$ cat src/brf_pkg.sv
// shared constants and types for the bitmap range fill and find block
`timescale 1ns / 1ps
`default_nettype none

package brf_pkg;

    // default geometry of the bitmap
    localparam int WORD_BITS_DEF = 64;
    localparam int MAX_BITS_DEF  = 4096;

    // field widths of the request and result
    localparam int INDEX_W = 13;
    localparam int POS_W   = 12;
    localparam int SIZE_W  = 13;

    // array size after reset
    localparam logic [SIZE_W-1:0] SIZE_RESET = 13'd4096;

    // request kinds
    localparam logic OP_FILL = 1'b0;
    localparam logic OP_FIND = 1'b1;

    // request control carried to the word unit
    typedef struct packed {
        logic op;
        logic bit_value;
    } req_ctl_t;

endpackage

`default_nettype wire

$ cat src/brf_bitmap_mem.sv
// word memory of the bitmap with per-word valid bits and a registered read port
`timescale 1ns / 1ps
`default_nettype none

module brf_bitmap_mem #(
    parameter int WORD_BITS = brf_pkg::WORD_BITS_DEF,
    parameter int NUM_WORDS = 64,
    parameter int AW        = 6
) (
    input  wire logic                 aclk,
    input  wire logic                 aresetn,
    input  wire logic                 we,
    input  wire logic [AW-1:0]        waddr,
    input  wire logic [WORD_BITS-1:0] wdata,
    input  wire logic                 re,
    input  wire logic [AW-1:0]        raddr,
    output logic      [WORD_BITS-1:0] rdata
);

    logic [WORD_BITS-1:0] mem [NUM_WORDS];
    logic [NUM_WORDS-1:0] valid_reg;
    logic [WORD_BITS-1:0] rd_word_reg;
    logic                 rd_valid_reg;

    // storage write port
    always_ff @(posedge aclk) begin
        if (we) begin
            mem[waddr] <= wdata;
        end
    end

    // valid bits, cleared at once by reset so the bitmap reads as zeros
    always_ff @(posedge aclk) begin
        if (!aresetn) begin
            valid_reg <= '0;
        end else if (we) begin
            valid_reg[waddr] <= 1'b1;
        end
    end

    // registered read port
    always_ff @(posedge aclk) begin
        if (re) begin
            rd_word_reg  <= mem[raddr];
            rd_valid_reg <= valid_reg[raddr];
        end
    end

    // a word never written reads as zero
    assign rdata = rd_valid_reg ? rd_word_reg : '0;

endmodule

`default_nettype wire

$ cat src/brf_word_unit.sv
// shared word unit: range mask, fill update and first-match search on one word
`timescale 1ns / 1ps
`default_nettype none

module brf_word_unit #(
    parameter int WORD_BITS = brf_pkg::WORD_BITS_DEF,
    parameter int CMP_W     = 14,
    parameter int IDX_W     = 6
) (
    input  wire brf_pkg::req_ctl_t    ctl,
    input  wire logic [CMP_W-1:0]     first,
    input  wire logic [CMP_W-1:0]     limit,
    input  wire logic [CMP_W-1:0]     base,
    input  wire logic [WORD_BITS-1:0] word_in,
    output logic      [WORD_BITS-1:0] mask,
    output logic      [WORD_BITS-1:0] word_out,
    output logic                      hit,
    output logic      [IDX_W-1:0]     hit_idx
);

    localparam int OFF_W = $clog2(WORD_BITS + 1);
    localparam logic [CMP_W-1:0] WORD_SPAN = CMP_W'(WORD_BITS);
    localparam logic [OFF_W-1:0] WORD_OFF  = OFF_W'(WORD_BITS);

    logic [CMP_W-1:0]     lo_diff;
    logic [CMP_W-1:0]     hi_diff;
    logic [OFF_W-1:0]     lo_off;
    logic [OFF_W-1:0]     hi_off;
    logic [WORD_BITS-1:0] lo_ones;
    logic [WORD_BITS-1:0] hi_ones;
    logic [WORD_BITS-1:0] cand;

    // offsets of range start and end inside this word, clamped to the word
    always_comb begin
        lo_diff = first - base;
        hi_diff = limit - base;
        if (first <= base) begin
            lo_off = '0;
        end else if (lo_diff >= WORD_SPAN) begin
            lo_off = WORD_OFF;
        end else begin
            lo_off = lo_diff[OFF_W-1:0];
        end
        if (limit <= base) begin
            hi_off = '0;
        end else if (hi_diff >= WORD_SPAN) begin
            hi_off = WORD_OFF;
        end else begin
            hi_off = hi_diff[OFF_W-1:0];
        end
    end

    // bits of the word that lie inside the range
    always_comb begin
        lo_ones = (lo_off == WORD_OFF) ? '1 : ~({WORD_BITS{1'b1}} << lo_off);
        hi_ones = (hi_off == WORD_OFF) ? '1 : ~({WORD_BITS{1'b1}} << hi_off);
        mask    = hi_ones & ~lo_ones;
    end

    // fill update
    assign word_out = ctl.bit_value ? (word_in | mask) : (word_in & ~mask);

    // lowest in-range bit equal to the wanted value
    always_comb begin
        cand    = (ctl.bit_value ? word_in : ~word_in) & mask;
        hit     = |cand;
        hit_idx = '0;
        for (int i = WORD_BITS - 1; i >= 0; i--) begin
            if (cand[i]) begin
                hit_idx = IDX_W'(i);
            end
        end
    end

endmodule

`default_nettype wire

$ cat src/bitmap_range_fill_and_find.sv
// top level: request sequencer, result register and configuration of the bitmap
`timescale 1ns / 1ps
`default_nettype none

// Keeps a bitmap of MAX_BITS bits, cleared by reset, in a memory of WORD_BITS-bit
// words. A fill request sets or clears the bits in [first_index, end_index); a find
// request returns the lowest position at or above first_index and below array_size
// whose bit equals bit_value. Each request yields one result. A request walks the
// memory one word per cycle from word 0 through the single read port and the shared
// word unit, stopping at the end of its range or, for a find, at the first hit; no
// new request is taken until its result has moved to the output register. A finished
// result waits in that output register, so the next request is taken while it is
// pending. array_size may be written only while idle.
module bitmap_range_fill_and_find #(
    parameter int WORD_BITS = brf_pkg::WORD_BITS_DEF,
    parameter int MAX_BITS  = brf_pkg::MAX_BITS_DEF
) (
    input  wire logic        aclk,
    input  wire logic        aresetn,
    // configuration: array_size
    input  wire logic        cfg_valid,
    output logic             cfg_ready,
    input  wire logic [12:0] cfg_data,
    // request channel
    input  wire logic        s_tvalid,
    output logic             s_tready,
    input  wire logic [31:0] s_tdata,   // first_index[12:0], end_index[25:13], bit_value[26]
    input  wire logic        s_tuser,   // op
    // result channel
    output logic             m_tvalid,
    input  wire logic        m_tready,
    output logic [15:0]      m_tdata,   // position[11:0]
    output logic             m_tuser    // found
);

    localparam int NUM_WORDS = (MAX_BITS + WORD_BITS - 1) / WORD_BITS;
    localparam int AW        = (NUM_WORDS > 1) ? $clog2(NUM_WORDS) : 1;
    localparam int CW        = $clog2(NUM_WORDS + 1);
    localparam int SPAN_W    = $clog2(NUM_WORDS * WORD_BITS + 1);
    localparam int CMP_W     = (SPAN_W > 14) ? SPAN_W : 14;
    localparam int IDX_W     = $clog2(WORD_BITS);
    localparam int POS_W     = brf_pkg::POS_W;
    localparam int INDEX_W   = brf_pkg::INDEX_W;

    localparam logic [CMP_W-1:0] MAX_LIMIT = CMP_W'(MAX_BITS);
    localparam logic [CMP_W-1:0] WORD_STEP = CMP_W'(WORD_BITS);
    localparam logic [CW-1:0]    WORD_CNT  = CW'(NUM_WORDS);

    // sequencer states
    localparam logic [1:0] ST_IDLE = 2'd0;
    localparam logic [1:0] ST_RUN  = 2'd1;
    localparam logic [1:0] ST_DONE = 2'd2;

    logic [1:0]                 state_reg, state_next;
    logic [brf_pkg::SIZE_W-1:0] size_reg;
    brf_pkg::req_ctl_t          ctl_reg;
    logic [CMP_W-1:0]           first_reg;
    logic [CMP_W-1:0]           limit_reg, limit_next;
    logic [CW-1:0]              issue_cnt_reg, issue_cnt_next;
    logic [CMP_W-1:0]           issue_base_reg, issue_base_next;
    logic                       proc_valid_reg, proc_valid_next;
    logic [CMP_W-1:0]           proc_base_reg;
    logic [AW-1:0]              proc_addr_reg;
    logic                       res_found_reg, res_found_next;
    logic [POS_W-1:0]           res_pos_reg, res_pos_next;
    logic                       m_tvalid_reg;
    logic [POS_W-1:0]           m_pos_reg;
    logic                       m_found_reg;

    logic                       in_fire;
    logic                       issue_go;
    logic                       out_load;
    logic                       mem_we;
    logic [WORD_BITS-1:0]       rd_word;
    logic [WORD_BITS-1:0]       mask;
    logic [WORD_BITS-1:0]       new_word;
    logic                       hit;
    logic [IDX_W-1:0]           hit_idx;
    logic [CMP_W-1:0]           hit_pos;
    logic [CMP_W-1:0]           in_end;
    logic [CMP_W-1:0]           cur_size;

    // handshakes
    assign cfg_ready = 1'b1;
    assign s_tready  = (state_reg == ST_IDLE);
    assign in_fire   = s_tvalid && s_tready;
    assign out_load  = (state_reg == ST_DONE) && (!m_tvalid_reg || m_tready);

    // configuration register
    always_ff @(posedge aclk) begin
        if (!aresetn) begin
            size_reg <= brf_pkg::SIZE_RESET;
        end else if (cfg_valid && cfg_ready) begin
            size_reg <= cfg_data;
        end
    end

    // range limit of a new request, clamped to the storage
    always_comb begin
        in_end   = CMP_W'(s_tdata[25:13]);
        cur_size = CMP_W'(size_reg);
        if (s_tuser == brf_pkg::OP_FILL) begin
            limit_next = (in_end > MAX_LIMIT) ? MAX_LIMIT : in_end;
        end else begin
            limit_next = (cur_size > MAX_LIMIT) ? MAX_LIMIT : cur_size;
        end
    end

    // request payload captured at the transaction
    always_ff @(posedge aclk) begin
        if (in_fire) begin
            ctl_reg.op        <= s_tuser;
            ctl_reg.bit_value <= s_tdata[26];
            first_reg         <= CMP_W'(s_tdata[INDEX_W-1:0]);
            limit_reg         <= limit_next;
        end
    end

    // word issue and processing stage
    assign issue_go = (state_reg == ST_RUN) && (issue_cnt_reg != WORD_CNT)
                      && (issue_base_reg < limit_reg);
    assign hit_pos  = proc_base_reg + CMP_W'(hit_idx);
    assign mem_we   = (state_reg == ST_RUN) && proc_valid_reg
                      && (ctl_reg.op == brf_pkg::OP_FILL) && (|mask);

    always_comb begin
        state_next      = state_reg;
        issue_cnt_next  = issue_cnt_reg;
        issue_base_next = issue_base_reg;
        proc_valid_next = 1'b0;
        res_found_next  = res_found_reg;
        res_pos_next    = res_pos_reg;
        unique case (state_reg)
            ST_IDLE: begin
                if (in_fire) begin
                    state_next      = ST_RUN;
                    issue_cnt_next  = '0;
                    issue_base_next = '0;
                    res_found_next  = 1'b0;
                    res_pos_next    = '0;
                end
            end
            ST_RUN: begin
                if (issue_go) begin
                    issue_cnt_next  = issue_cnt_reg + CW'(1);
                    issue_base_next = issue_base_reg + WORD_STEP;
                end
                if (proc_valid_reg && (ctl_reg.op == brf_pkg::OP_FIND) && hit) begin
                    // first match ends the walk
                    res_found_next = 1'b1;
                    res_pos_next   = hit_pos[POS_W-1:0];
                    state_next     = ST_DONE;
                end else if (!issue_go && !proc_valid_reg) begin
                    state_next = ST_DONE;
                end else begin
                    proc_valid_next = issue_go;
                end
            end
            ST_DONE: begin
                if (out_load) begin
                    state_next = ST_IDLE;
                end
            end
            default: begin
                state_next = ST_IDLE;
            end
        endcase
    end

    // sequencer control registers
    always_ff @(posedge aclk) begin
        if (!aresetn) begin
            state_reg      <= ST_IDLE;
            proc_valid_reg <= 1'b0;
            issue_cnt_reg  <= '0;
        end else begin
            state_reg      <= state_next;
            proc_valid_reg <= proc_valid_next;
            issue_cnt_reg  <= issue_cnt_next;
        end
    end

    // sequencer datapath registers
    always_ff @(posedge aclk) begin
        issue_base_reg <= issue_base_next;
        res_found_reg  <= res_found_next;
        res_pos_reg    <= res_pos_next;
        if (issue_go) begin
            proc_base_reg <= issue_base_reg;
            proc_addr_reg <= issue_cnt_reg[AW-1:0];
        end
    end

    // result register
    always_ff @(posedge aclk) begin
        if (!aresetn) begin
            m_tvalid_reg <= 1'b0;
        end else if (out_load) begin
            m_tvalid_reg <= 1'b1;
        end else if (m_tready) begin
            m_tvalid_reg <= 1'b0;
        end
    end

    always_ff @(posedge aclk) begin
        if (out_load) begin
            m_found_reg <= res_found_reg;
            m_pos_reg   <= res_pos_reg;
        end
    end

    assign m_tvalid = m_tvalid_reg;
    assign m_tuser  = m_found_reg;
    assign m_tdata  = {{(16 - POS_W){1'b0}}, m_pos_reg};

    // bitmap storage
    brf_bitmap_mem #(
        .WORD_BITS (WORD_BITS),
        .NUM_WORDS (NUM_WORDS),
        .AW        (AW)
    ) u_mem (
        .aclk    (aclk),
        .aresetn (aresetn),
        .we      (mem_we),
        .waddr   (proc_addr_reg),
        .wdata   (new_word),
        .re      (issue_go),
        .raddr   (issue_cnt_reg[AW-1:0]),
        .rdata   (rd_word)
    );

    // shared word unit
    brf_word_unit #(
        .WORD_BITS (WORD_BITS),
        .CMP_W     (CMP_W),
        .IDX_W     (IDX_W)
    ) u_word (
        .ctl      (ctl_reg),
        .first    (first_reg),
        .limit    (limit_reg),
        .base     (proc_base_reg),
        .word_in  (rd_word),
        .mask     (mask),
        .word_out (new_word),
        .hit      (hit),
        .hit_idx  (hit_idx)
    );

    // an accepted request always starts a walk
    a_accept_runs: assert property (@(posedge aclk) disable iff (!aresetn)
        in_fire |=> (state_reg == ST_RUN))
        else $error("request accepted without starting a walk");

    // the word counter never passes the end of the memory
    a_issue_bound: assert property (@(posedge aclk) disable iff (!aresetn)
        issue_cnt_reg <= WORD_CNT)
        else $error("word counter beyond the memory");

    // a fill never reports a match
    a_fill_not_found: assert property (@(posedge aclk) disable iff (!aresetn)
        ((state_reg == ST_DONE) && (ctl_reg.op == brf_pkg::OP_FILL)) |-> !res_found_reg)
        else $error("fill request reported a match");

endmodule

`default_nettype wire
$ cat config.mk
export PLATFORM = sky130hd
export DESIGN_NAME = bitmap_range_fill_and_find
export DESIGN_NICKNAME = d
export VERILOG_FILES = /design/src/brf_pkg.sv /design/src/brf_bitmap_mem.sv /design/src/brf_word_unit.sv /design/src/bitmap_range_fill_and_find.sv
export SDC_FILE = /design/constraint.sdc
export NUM_CORES = 2
export LEC_CHECK = 0
export ABC_AREA = 1
export BUFFER_PORTS_ARGS = -buffer_cell sky130_fd_sc_hd__buf_2
export CAP_MARGIN = 40
export CORE_MARGIN = 8
export CORE_UTILIZATION = 30
export DETAILED_ROUTE_END_ITERATION = 10
export GPL_TIMING_DRIVEN = 0
export PLACE_DENSITY_LB_ADDON = 0.05
export SLEW_MARGIN = 20
export SYNTH_ARGS = -nofsm -noshare
export SYNTH_HDL_FRONTEND = slang
export SYNTH_SLANG_ARGS = --single-unit
$ cat constraint.sdc
create_clock -name aclk -period 9.15 [get_ports aclk]
set_clock_uncertainty 0.05 [all_clocks]
set_input_delay 0.915 -clock aclk [delete_from_list [all_inputs] [get_ports aclk]]
set_output_delay 0.915 -clock aclk [all_outputs]
set_load 0.02 [all_outputs]
[After elaboration in Yosys (flattened, before gate mapping)]
Memory sizes are Yosys's and may differ from the RTL's. A register that Yosys moved wholly into a read port is not among the register bits.
Index checks and enable logic that the tools add are counted.
Word-level totals
  output and inout port bits: 20
  RAM bits: 4096
  bits of input ports: 51
  logic and storage cells: 184
  register bits: 178
  bits in read-only memories: 0
  bits in latches: 0
  memories: 1
Operators by class
  reductions and logical operators: 24
  shift operators: 2
  muxes and demuxes: 101
  bitwise logic cells: 13
  divide/modulo/power cells: 0
  $add $sub $neg: 5
  $mul: 0
  order comparisons: 10
  equal/unequal tests: 10
Memories
  u_mem.mem: depth 64, width 64, read ports 1, clocked after memory_dff 1, wr ports 1, line brf_bitmap_mem.sv:20  | logic [WORD_BITS-1:0] mem [NUM_WORDS];
Operator list (count)
  6-bit 2-to-1 mux: 64
  64-bit 2-to-1 mux: 5
  64-bit inverter: 5
  64-bit AND: 3
  64-bit OR: 2
  64-bit OR reduction: 2
  64-bit by 7-bit << shifter with 64-bit output (first input constant): 2
  7-bit 2-to-1 mux: 6
  13-bit 2-to-1 mux: 3
  14-bit by 7-bit greater-or-equal comparator with 1-bit output (second input constant): 2
  14-bit 2-to-1 mux: 2
  14-bit one-hot mux with 2 select lines: 1
  13-bit greater-than comparator (second input constant): 2
  12-bit 2-to-1 mux: 2
  12-bit one-hot mux with 2 select lines: 1
  14-bit by 7-bit adder with 14-bit output (second input constant): 1
  7-bit equality test (second input constant): 2
  13-bit by 14-bit less-or-equal comparator with 1-bit output: 1
  14-bit less-or-equal comparator: 1
  14-bit < comparator: 1
  6-bit by 7-bit < comparator with 1-bit output (second input constant): 2
  7-bit one-hot mux with 2 select lines: 1
  13-bit by 14-bit subtractor with 14-bit output: 1
  14-bit subtractor: 1
  other kinds (23): 52

[Depth between registers and ports, before layout]
  depth in word-level cells: 77
  depth in mapped cells: 76
  depth with buffers taken out: 76

[By module]
From an unflattened synthesis, not the netlist that was laid out.
Second synthesis, totals
  cells, all modules: 15595
  area total of the unflattened synthesis: 178638.8 µm²
By module, submodules not included
  brf_bitmap_mem: seq. area each 126231.1 µm², instances 1, area each 168384.0 µm², cells each 13919
  brf_word_unit: seq. area each 0.0 µm², instances 1, area each 5960.7 µm², cells each 1264
  bitmap_range_fill_and_find: seq. area each 2762.6 µm², instances 1, area each 4294.1 µm², cells each 412

[Least setup slack after synthesis]
Ideal clock, no wire load.
  path type: register to register
  from: register first_reg[12]
  to: memory u_mem.mem[42][0] (netlist bit), enable pin
  stages on the path, launching flop included: 24
  setup time: 0.488 ns
  arrival time: 6.459 ns
  path slack: 2.153 ns
  required time: 8.612 ns
  clock period less this slack: 6.997 ns
  path buffers: 2
  path through: edfxtp_1 -> ha_1 -> inv_1 -> nor2_2 -> nand3_2 -> nor2_4 -> inv_4 -> nand3_2 -> buf_2 -> inv_1 -> nor2_1 -> inv_1 -> clkbuf_1 -> nor2_1 -> o21ai_0 -> a221oi_1 -> nor4_1 -> nand4_1 -> nor3_1 -> nand4_1 -> nand3_1 -> nor2_1 -> nand2_1 -> nor2_1
On the way
  word-level cells in the longest chain between the ends: 13
  elaborated cells between the ends (all ways): 15
  classes of those cells: add/sub: 1; order compare: 2; eq/ne: 1; shift: 1; mux: 5; bitwise: 3; reduce/logical: 2
RTL lines
  from (decl): line bitmap_range_fill_and_find.sv:57  | logic [CMP_W-1:0] first_reg;
  from (signal assigned): line bitmap_range_fill_and_find.sv:114  | first_reg <= CMP_W'(s_tdata[INDEX_W-1:0]);
  13-bit by 14-bit subtractor with 14-bit output: line brf_word_unit.sv:35  | lo_diff = first - base;
  14-bit by 7-bit greater-or-equal comparator with 1-bit output: line brf_word_unit.sv:39  | end else if (lo_diff >= WORD_SPAN) begin
  7-bit 2-to-1 mux: line brf_word_unit.sv:39
  7-bit 2-to-1 mux *: line brf_word_unit.sv:37  | if (first <= base) begin
  64-bit by 7-bit << shifter with 64-bit output: line brf_word_unit.sv:55  | lo_ones = (lo_off == WORD_OFF) ? '1 : ~({WORD_BITS{1'b1}} << lo_off);
  64-bit inverter: line brf_word_unit.sv:55
  64-bit 2-to-1 mux *: line brf_word_unit.sv:55
  64-bit inverter *: line brf_word_unit.sv:57  | mask = hi_ones & ~lo_ones;
  64-bit AND *: line brf_word_unit.sv:57
  64-bit OR reduction *: line bitmap_range_fill_and_find.sv:124  | && (ctl_reg.op == brf_pkg::OP_FILL) && (|mask);
  1-bit logical AND *: line bitmap_range_fill_and_find.sv:124
  1-bit 2-to-1 mux *: line brf_bitmap_mem.sv:27  | if (we) begin
  1-bit 2-to-1 mux (implied by the code) *: line brf_bitmap_mem.sv:28  | mem[waddr] <= wdata;
  to (decl): line brf_bitmap_mem.sv:20
Mark *: on every way between the ends. The rest lies on a longest branch, timed or not.

[Final worst setup path]
  from: register first_reg[12]
  to: memory u_mem.mem[63][28] (netlist bit), enable pin
The elaborated chain is that of the path after synthesis.

==> run_results.csv <==
group,metric,value,unit
outcome,outcome,"completed",
logic_synthesis,synth-simple-area-share,8.578,%
grt,grt_pass1_vias,120300,
logic_synthesis,synth_seq_cells,4325,
final_layout,nNetsFinal,14600,
place,globalplace.congestion,0.9242,
logic_synthesis,async_flop_share,0,%
cts,clock_path_buffers,4,
place,place_area,0.2004,mm^2
die,die_y,769.8,um
logic_synthesis,synthTopCellsByArea,"edfxtp_1, o21ai_0, nor2_1",
power,seqPwrFrac,46.1,%
power,p_per_area,219.9,mW/mm^2
grt,grt_util_all_layers,30.72,%
final_layout,fill_cells,53670,
power,sw_frac_of_total,26.90,%
worst_setup_path,setup.worst_path.start_class,"register",
power,power.share.clock,42.3,%
timing,timing.fmax,0.1191,GHz
logic_synthesis,synth_largest_area_cell,"edfxtp_1",
logic_synthesis,yosys_warnings,0,
timing,finalSetupTns,0,ps
logic_synthesis,synthMuxAreaShare,0.01761,%
final_layout,largest_register_ffs,4096,
die,start_util,30.03,%
cts,postCtsSetupBuffers,0,
place,hpwl,723.8,mm
final_layout,instances_no_fill,22530,
logic_synthesis,synth_common_cells,"edfxtp_1, nor2_1, o21ai_0",
power,vdd_drop_max,0.2003,mV
min_path,hold_class,"in2reg",
grt,grt_max_degree,36,
cts,cts.htree.levels,6,
logic_synthesis,synthFlopType,"edfxtp_1",
cts,clock_sinks,4325,
timing,hold_viol,0,
power,power_leakage,0.07171,uW
logic_synthesis,yosysTopAreaCellShare,74.63,%
die,coreArea,0.5677,mm^2
worst_setup_path,slowest_delay,750,ps
detailed_routing,ant_nets,0,
grt,antenna_found_initial,151,
logic_synthesis,ys_seq_area_share,75.67,%
grt,grt_pass1_wl,1213,mm
worst_setup_path,r2r_slack,750,ps
power,intPower,34930,uW
final_layout,drive_above_1_share,14.20,%
detailed_routing,drtIter0Drc,20510,
grt,grt-ovfl-total,0,
worst_setup_path,r2r_cells,29,
cts,insertion_delay,1120,ps
logic_synthesis,synthMostInstantiatedCell,"edfxtp_1",
place,dp_cells,21490,
die,fp.dieW,769.8,um
logic_synthesis,synth_top_family_by_area,"compound AO/OA/AOI/OAI gates",
final_layout,multi_input_area,0.03871,mm^2
timing,tightest_slew,1173,ps
cts,cts_tree,"yes",
detailed_routing,vias,130800,
worst_setup_path,endpoint_kind,"register",
timing,fin_crit_sh,91.76,%
logic_synthesis,syn-mean-instance-area,13.12,um^2
cts,path_clk_slew,60,ps
place,io_buffers,60,
worst_setup_path,worstPathRequired,9860,ps
worst_setup_path,path_class,"reg2reg",
detailed_routing,remaining_drc_errors,0,
final_layout,seq_area,0.1290,mm^2
die,design.die.area,0.5926,mm^2
final_layout,stdcell_area,0.2172,mm^2
detailed_routing,first_pass_iters,8,
timing,fin_crit,8396,ps
detailed_routing,wirelength,946.6,mm
detailed_routing,routedWlPerCell,42.02,um
detailed_routing,viasPerCell,5.805,
flow_run,cap_violations,0,
timing,setup_violations,0,
logic_synthesis,syn_inst,12990,
min_path,whs_path_depth,3,
min_path,holdPathEnd,"size_reg[5]$_SDFFE_PN0P_",
worst_setup_path,critPathMaxFanout,15,
logic_synthesis,synth_area,0.1705,mm^2
die,rows,277,
worst_setup_path,reg2reg_to,"u_mem.mem[63][28]$_DFFE_PP_",
timing,slew_viol_final,0,
cts,clockRootBuffer,"clkbuf_16",
min_path,hold_path_startpoint,"aresetn",
worst_setup_path,crit_arrival,9110,ps
final_layout,syn2layout_area_growth,27.43,%
timing,rsz0062_at_grt,"false",
logic_synthesis,yosysUniqueCellTypes,60,
timing,relSlewSlack,21.77,%
worst_setup_path,crit_slowest_cell,"a221oi_1",
logic_synthesis,synth-edff-count,4237,
logic_synthesis,yosys.area_share.adder,0.1761,%
logic_synthesis,synth-compound-area-share,12.88,%
power,p_total,47780,uW
logic_synthesis,synth_xor_area_share,0.3031,%
die,io_pins,71,
worst_setup_path,r2r-start,"first_reg[12]$_DFFE_PP_",
cts,cts_buffers,519,
power,power_switching,12850,uW
power,combPwrFrac,11.6,%
metrics by stage:
stage | hold WS [ps] | utilization [%] | setup slack, ps
global route | 80.40 | 38.24 | 404.0
global placement | 353.9 | 31.74 | -8427
detailed placement | 354.5 | 35.30 | 951.7
CTS | 15.01 | 38.21 | 888.9
floorplan | 350.3 | - | 2153
finish | 101.7 | 38.27 | 754.3
critical path, delay by kind of cell, from the launching register on:
kind	cells	cell delay, ps
compound gates	2	1050
fa+ha+maj	1	300
buf+inv	12	2290
flops	1	420
simple gates	14	3810
cells by family after synthesis:
kind of cell / Yosys count
AOI/OAI and AO/OA: 3834
xor gates and xnor gates: 59
adders and majority gates: 24
buffers and inverters: 1061
DFF: 4325
muxes: 3
other: 2
and+or+nand+nor: 3681
worst max-delay path by stage:
stage | from | endpoint | slack (ps) | depth (start not counted)
2_1_floorplan | first_reg[12]$_DFFE_PP_ | u_mem.mem[42][0]$_DFFE_PP_ | 2150 | 23
5_1_grt | first_reg[12]$_DFFE_PP_ | u_mem.mem[63][28]$_DFFE_PP_ | 400 | 29
6_report | first_reg[12]$_DFFE_PP_ | u_mem.mem[63][28]$_DFFE_PP_ | 750 | 29
4_1_cts | first_reg[12]$_DFFE_PP_ | u_mem.mem[63][28]$_DFFE_PP_ | 890 | 29
3_5_place_dp | proc_base_reg[9]$_DFFE_PP_ | u_mem.mem[62][22]$_DFFE_PP_ | 950 | 30
3_3_place_gp | proc_base_reg[9]$_DFFE_PP_ | u_mem.mem[48][57]$_DFFE_PP_ | -8430 | 24
power groups by stage:
stage               clock network (uW)  logic, uW  registers [uW]
finish                           20200       5570           22000
global route                     21100       5650           22000
CTS                              20400       5410           22000
detailed placement                   0       5390           22400
global placement                     0       4590           22700
floorplan                            0       1930           22500
metal layers:
| layer | global-route usage (%) | routed length (um) | share of wire [%] |
|---|---|---|---|
| met4 | 17.28 | 64820 | 6.8 |
| met2 | 45.73 | 405300 | 43 |
| met1 | 40.62 | 376400 | 40 |
| met3 | 8.080 | 99530 | 11 |
| met5 | 0 | 552 | 0.058 |
repair_timing:
action / in CTS / in global routing
hold buffers: 27 / 0
gates resized for setup: 0 / 0
hold endpoints to repair: 27 / 0
area by class of cell:
cell class | count | area share, %
well taps | 7533 | 4.339
flip-flops and latches | 4325 | 59.38
diodes | 62 | 0.07142
inverters | 143 | 0.2494
clock buffers | 647 | 6.350
plain buffers | 918 | 1.737
clock inverters | 283 | 1.140
multi-input cells | 7606 | 17.82
repair buffers | 1011 | 8.916
placed cells by master, fill, tap and decap left out, drive strengths merged, types with 98 or more instances in the layout:
cell,synthesis,final
o22ai,914,914
nand4,98,98
o21ai,2290,2290
edfxtp,4237,4237
buf,66,1049
inv,140,161
o221ai,141,141
a221oi,159,159
clkbuf,852,1500
a21oi,155,155
clkinv,3,223
nand2,670,670
nor2,2662,2662
nand3,190,190
(Power assumes the default switching activity.)
